**src/design/lpeq_pkg.sv**
```systemverilog
// Shared types, codes and the discard rule for the lossy priority event queue.
package lpeq_pkg;

  // Operation codes
  localparam logic OP_PUSH = 1'b0;
  localparam logic OP_POP  = 1'b1;

  // Event kinds
  localparam logic [2:0] KIND_KEY    = 3'd0;
  localparam logic [2:0] KIND_BUTTON = 3'd1;
  localparam logic [2:0] KIND_CURSOR = 3'd2;
  localparam logic [2:0] KIND_SIZE   = 3'd3;
  localparam logic [2:0] KIND_FOCUS  = 3'd4;
  localparam logic [2:0] KIND_CLOSE  = 3'd5;
  localparam logic [2:0] KIND_CHAR   = 3'd6;
  localparam logic [2:0] KIND_SCROLL = 3'd7;

  // Event actions
  localparam logic [1:0] ACT_RELEASE = 2'd0;
  localparam logic [1:0] ACT_PRESS   = 2'd1;
  localparam logic [1:0] ACT_REPEAT  = 2'd2;

  // One queued event
  typedef struct packed {
    logic [2:0]  kind;
    logic [15:0] code;
    logic [1:0]  action;
    logic [63:0] x;
    logic [63:0] y;
  } entry_t;

  // Per-cell control from the sequencer
  typedef struct packed {
    logic load;   // take the incoming word
    logic shift;  // take the younger neighbor's word
  } cell_ctrl_t;

  // Releases of keys and buttons, focus and close must be kept; all else may go
  function automatic logic may_drop(input logic [2:0] kind, input logic [1:0] action);
    logic res;
    res = 1'b1;
    case (kind) inside
      KIND_KEY, KIND_BUTTON: res = (action != ACT_RELEASE);
      KIND_FOCUS, KIND_CLOSE: res = 1'b0;
      default: res = 1'b1;
    endcase
    return res;
  endfunction

endpackage

```
**src/design/lpeq_cell.sv**
```systemverilog
// One queue cell: holds an entry and ripples the older-discardable mark.
module lpeq_cell import lpeq_pkg::*; (
  input  logic       clk,
  input  logic       rst,
  input  cell_ctrl_t ctrl,
  input  entry_t     load_entry,
  input  entry_t     next_entry,
  input  logic       prev_mark,
  input  logic       prev_disc,
  output entry_t     entry,
  output logic       disc,
  output logic       mark
);

  // Flag own content as discardable
  assign disc = may_drop(entry.kind, entry.action);

  // Hold, load a new word, or advance toward the head
  always_ff @(posedge clk) begin
    if (ctrl.load) begin
      entry <= load_entry;
    end else if (ctrl.shift) begin
      entry <= next_entry;
    end
  end

  // Advance the mark one cell per cycle: some older cell is discardable
  always_ff @(posedge clk) begin
    if (rst) begin
      mark <= 1'b0;
    end else begin
      mark <= prev_mark | prev_disc;
    end
  end

endmodule

```
**config.mk**
```make
export PLATFORM = sky130hd
export DESIGN_NAME = lpeq_cell
export DESIGN_NICKNAME = d
export VERILOG_FILES = /design/src/design/lpeq_pkg.sv /design/src/design/lpeq_cell.sv
export SDC_FILE = /design/constraint.sdc
export NUM_CORES = 1
export LEC_CHECK = 0
export BUFFER_PORTS_ARGS = -buffer_cell sky130_fd_sc_hd__buf_2
export CELL_PAD_IN_SITES_DETAIL_PLACEMENT = 0
export CELL_PAD_IN_SITES_GLOBAL_PLACEMENT = 2
export CORE_AREA = 2 2 176 178
export DETAILED_ROUTE_END_ITERATION = 10
export DIE_AREA = 0 0 178 180
export HOLD_SLACK_MARGIN = 0.05
export PLACE_DENSITY = 0.79
export SLEW_MARGIN = 25
export SYNTH_ARGS = -nofsm -noshare
export SYNTH_HDL_FRONTEND = slang
export SYNTH_SLANG_ARGS = --single-unit
```
**constraint.sdc**
```tcl
create_clock -name clk -period 6.7 [get_ports clk]
set_input_delay 1.34 -clock clk [delete_from_list [all_inputs] [get_ports clk]]
set_output_delay 1.34 -clock clk [all_outputs]
set_load 0.01 [all_outputs]
```
==> impl_metrics.json, run 1 <==
{
  "seq_area_frac_synth": 0.668,
  "post_cts_buffers": 0,
  "netSwitchingPower_uw": 611,
  "worstSetupStartpointType": "input pin",
  "wire_per_inst_um": 16.6,
  "drv_cap": 0,
  "internal-power_uw": 2000,
  "grt_usage": 0.120,
  "power.density_nw_per_um2": 260,
  "drc": 0,
  "pwr-share-comb": 0.159,
  "root_buffer": "clkbuf_16",
  "hold_violations": 0,
  "numCtsBuffers": 17,
  "synth_nets": 625,
  "max_freq_ghz": 0.365,
  "gp_congestion": 0.761,
  "utilization": 0.332,
  "synthCells": 321,
  "clk_pin_slew_ps": 60,
  "clockPowerShare": 0.389,
  "layout_setup_ws_ps": 3960,
  "cp.required_ps": 6880,
  "syn_area_per_cell_um2": 21.0,
  "antenna_found_initial": 2,
  "cts_resized": 0,
  "min_path_cells": 2,
  "slew_headroom": 0.351,
  "drive_gt1_frac": 0.805,
  "grt_overflow": 0,
  "ios": 455,
  "drt_first_pass_iters": 4,
  "period_needed_ps": 2740,
  "drt-total-wl_um": 19800,
  "ctsHoldBuffers": 0,
  "cts_tree": "built",
  "swShare": 0.234,
  "grt_pass1_wl_um": 28200,
  "dpl.hpwl_um": 15700,
  "die_h_um": 180,
  "die-area_um2": 32000,
  "die_w_um": 178,
  "start_util": 0.223,
  "crit_type": "in2reg",
  "cp-end-kind": "flop",
  "status": "completed",
  "place_ws_ps": 3250,
  "ant_nets": 0,
  "h-tree-depth": 4,
  "maxSlewViolCount": 0,
  "yosys_warnings": 0,
  "num_vias": 4606,
  "drtIter0Drc": 193,
  "cts_buffer_depth": 2,
  "power_uw": 2610,
  "worstMarginPinSlew_ps": 973,
  "vias_per_cell": 3.87,
  "grt_max_degree": 81,
  "rsz0062_at_grt": "false",
  "hold_class": "in2reg",
  "hold_start": "rst",
  "cp_max_fo": 55,
  "ys_ff_latch": 150,
  "grt_pass1_vias": 4854,
  "coreArea_um2": 30200,
  "cts.sink_count": 150,
  "p_seq_frac": 0.452,
  "min_to": "mark",
  "synth_area_um2": 6730,
  "portBuffers": 454,
  "crit_arrival_ps": 2910,
  "peakVddDrop_mv": 0.119,
  "std_cell_rows": 64,
  "p_leak_uw": 0.00466,
  "yosysUniqueCellTypes": 10,
  "area_growth_pct": 49.0,
  "post-route-period-util": 0.409,
  "setup_tns_ps": 0,
  "setup_viol": 0,
  "nets": 1085
}
-- critical path: stages --
cell      delay (ps)
clkbuf_8         280
buf_4            780
mux2_2           420
-- routing by layer --
layer  track usage  wire length, um  vias to the layer above
met5             0                0                        -
met4        0.0433              363                        0
met3        0.0537             2290                       22
met2         0.206             9730                      279
met1         0.130             7440                     2123
li1              -                -                     2182
-- power by group through the flow --
stage	clock network, uW	logic, uW	registers, uW
after CTS	1050	423	1180
after detailed placement	0	422	1200
after floorplan	0	142	1260
after global placement	0	419	1200
after global routing	1090	448	1190
final	1010	414	1180
-- how the worst max path moves through the flow --
stage          startpoint        end  slack, ps  cells after the start
6_report          ctrl[1]   entry[6]       3960                      3
2_1_floorplan     ctrl[1]   entry[0]       1170                      4
3_5_place_dp      ctrl[1]  entry[40]       3250                      3
3_3_place_gp      ctrl[1]  entry[42]       3290                      3
4_1_cts           ctrl[1]  entry[39]       3730                      3
5_1_grt           ctrl[1]   entry[6]       3900                      3
-- cells by family after synthesis --
kind of cell           after synthesis  share of synthesized area
flip-flops                         150                      0.668
multiplexers                       149                      0.304
buffers and inverters               17                     0.0243
AND/OR/NAND/NOR                      4                    0.00260
AO/OA/AOI/OAI                        1                    0.00112
-- flip-flops by register name (all words and copies together), names as in the netlist --
register / count
entry: 149
mark: 1
-- layout by cell type (no fill, tap or decap), types with 2 or more instances in the layout --
cell / n
mux2_2: 50
buf_2: 453
edfxtp_1: 149
inv_6: 2
clkbuf_16: 17
diode_2: 2
nor2_1: 3
bufinv_16: 4
clkinvlp_4: 3
mux2_4: 99
clkinv_2: 4
-- cell usage after synthesis --
library cell	n	area [um2]
nor2_1	3	11.3
or2_1	1	6.26
dfxtp_1	1	20.0
buf_8	1	15.0
mux2_4	99	1490
buf_6	11	124
mux2_2	50	563
o21bai_1	1	7.51
buf_2	5	25.0
edfxtp_1	149	4470
-- metrics by stage --
stage,hold WS (ps),cell area [um2],std cells
floorplan,1410,6730,321
global placement,1550,9380,1157
detailed placement,1550,9390,1157
CTS,1080,10000,1188
global route,1080,10000,1191
finish,1100,10000,1191
-- cell type report --
| type | count | area (um2) |
|---|---|---|
| antenna | 2 | 5.00 |
| clock buffer | 18 | 429 |
| clock inverter | 13 | 180 |
| fill | 3060 | 20200 |
| multi-input combinational | 154 | 2080 |
| sequential | 150 | 4490 |
| tap | 396 | 495 |
| timing repair buffer | 458 | 2350 |
Power figures use the tool's default switching activity.
==> inputs of run 2 (changes only) <==
==> constraint.sdc (replaced) <==
create_clock -name clk -period 2.8 [get_ports clk]
set_input_delay 0.56 -clock clk [delete_from_list [all_inputs] [get_ports clk]]
set_output_delay 0.56 -clock clk [all_outputs]
set_load 0.01 [all_outputs]
==> run 2 against run 1 <==
Against the previous run: hold slack got worse by 810 ps; power is 150% higher; wire length is 0.80% lower; final area is 1.4% higher; highest routed layer unchanged; sequential share of layout area decreased by 0.63 points; combinational power up 140%.
==> impl_metrics.json, run 2 (synthesized netlist as in run 1, its figures left out) <==
{
  "stdcell_area_um2": 10200,
  "final_cell_mix": "buf_2 (453), edfxtp_1 (149), mux2_4 (99)",
  "dpl.hpwl_um": 15900,
  "cts_buffer_depth": 2,
  "crit_arrival_ps": 1240,
  "nets": 1095,
  "ant_nets": 0,
  "post_cts_buffers": 0,
  "grt_usage": 0.119,
  "root_buffer": "clkbuf_16",
  "wire_per_inst_um": 16.4,
  "cp.required_ps": 2240,
  "peakVddDrop_mv": 0.339,
  "ios": 455,
  "diodes": 0,
  "rsz0062_at_grt": "false",
  "start_util": 0.223,
  "die_w_um": 178,
  "antenna_found_initial": 0,
  "vias_per_cell": 3.85,
  "maxSlewViolCount": 0,
  "reg.largest.list": "entry (149), mark (1)",
  "grt_pass1_wl_um": 27500,
  "std_cell_rows": 64,
  "n_fill_cell": 3032,
  "seqCellArea_um2": 4490,
  "drtIter0Drc": 159,
  "die_h_um": 180,
  "cp_max_fo": 2,
  "drc": 0,
  "status": "completed",
  "drt_first_pass_iters": 6,
  "period_needed_ps": 1800,
  "power.density_nw_per_um2": 629,
  "h-tree-depth": 4,
  "place_area_um2": 9520,
  "drv_cap": 0,
  "ctsHoldBuffers": 0,
  "grt_pass1_vias": 4685,
  "cts.sink_count": 150,
  "area_growth_pct": 51.1,
  "coreArea_um2": 30200,
  "setup_viol": 0,
  "worstSetupStartpointType": "flop",
  "cpPeakStageDelay_ps": 460,
  "crit_type": "reg2out",
  "clk_pin_slew_ps": 60,
  "die-area_um2": 32000,
  "final_common_cell": "buf_2",
  "whs_ps": 289,
  "multi_input_area_um2": 2080,
  "num_vias": 4614,
  "cts_resized": 0,
  "cts_tree": "built",
  "max_freq_ghz": 0.556,
  "cp-end-kind": "primary output",
  "hold_class": "in2reg",
  "p_leak_uw": 0.00474,
  "setup_tns_ps": 0,
  "portBuffers": 454,
  "post-route-period-util": 0.642,
  "slowest_stage": "edfxtp_1",
  "top_register": "entry",
  "hold_violations": 0,
  "numCtsBuffers": 17,
  "drive_gt1_frac": 0.806,
  "grt_overflow": 0,
  "worstMarginPinSlew_ps": 605,
  "slew_headroom": 0.597,
  "grt_max_degree": 76,
  "gp_congestion": 0.762,
  "largest_reg_flops": 149,
  "drt-total-wl_um": 19700,
  "path_cells": "nor2_1 -> o21bai_1 -> buf_2"
}
run 2: through the flow:
| step | setup slack, ps | instances | utilization | power [uW] |
|---|---|---|---|---|
| 4_1_cts | 941 | 1200 | 0.337 | 6520 |
| 2_1_floorplan | 300 | 321 | - | 3350 |
| 6_report | 1000 | 1200 | 0.337 | 6400 |
| 5_1_grt | 946 | 1200 | 0.337 | 6690 |
| 3_3_place_gp | 933 | 1168 | 0.315 | 3880 |
| 3_5_place_dp | 915 | 1168 | 0.315 | 3900 |
run 2: layer usage:
metal | track usage | wire length [um] | up-vias
li1 | - | - | 2207
met1 | 0.121 | 6910 | 2120
met2 | 0.216 | 10400 | 276
met3 | 0.0484 | 2190 | 11
met4 | 0.0400 | 220 | 0
met5 | 0 | 0 | -
run 2: layout make-up:
cell class	instances	area share
Clock buffer	21	0.0453
Clock inverter	11	0.0193
Multi-Input combinational cell	154	0.204
Sequential cell	150	0.442
Tap cell	396	0.0487
Timing Repair Buffer	468	0.241
run 2: power by group:
group / leakage (uW) / internal [uW] / total [uW] / switching, uW
clock: 0.000314 / 1640 / 2580 / 939
sequential: 0.00153 / 2760 / 2820 / 68.5
combinational: 0.00290 / 547 / 999 / 452
run 2: path summary, 6_finish.rpt:
| check | from | to | slack [ps] | cells past startpoint |
|---|---|---|---|---|
| worst max-delay path | entry[129] | disc | 1000 | 3 |
| worst min-delay path | rst | mark | 290 | 2 |
run 2: critical path: cells and delay by family (launching register included):
kind                   cells  cell delay, ps
flip-flops                 1             460
AND/OR/NAND/NOR            1             140
buffers and inverters      1             140
AO/OA/AOI/OAI              1              70
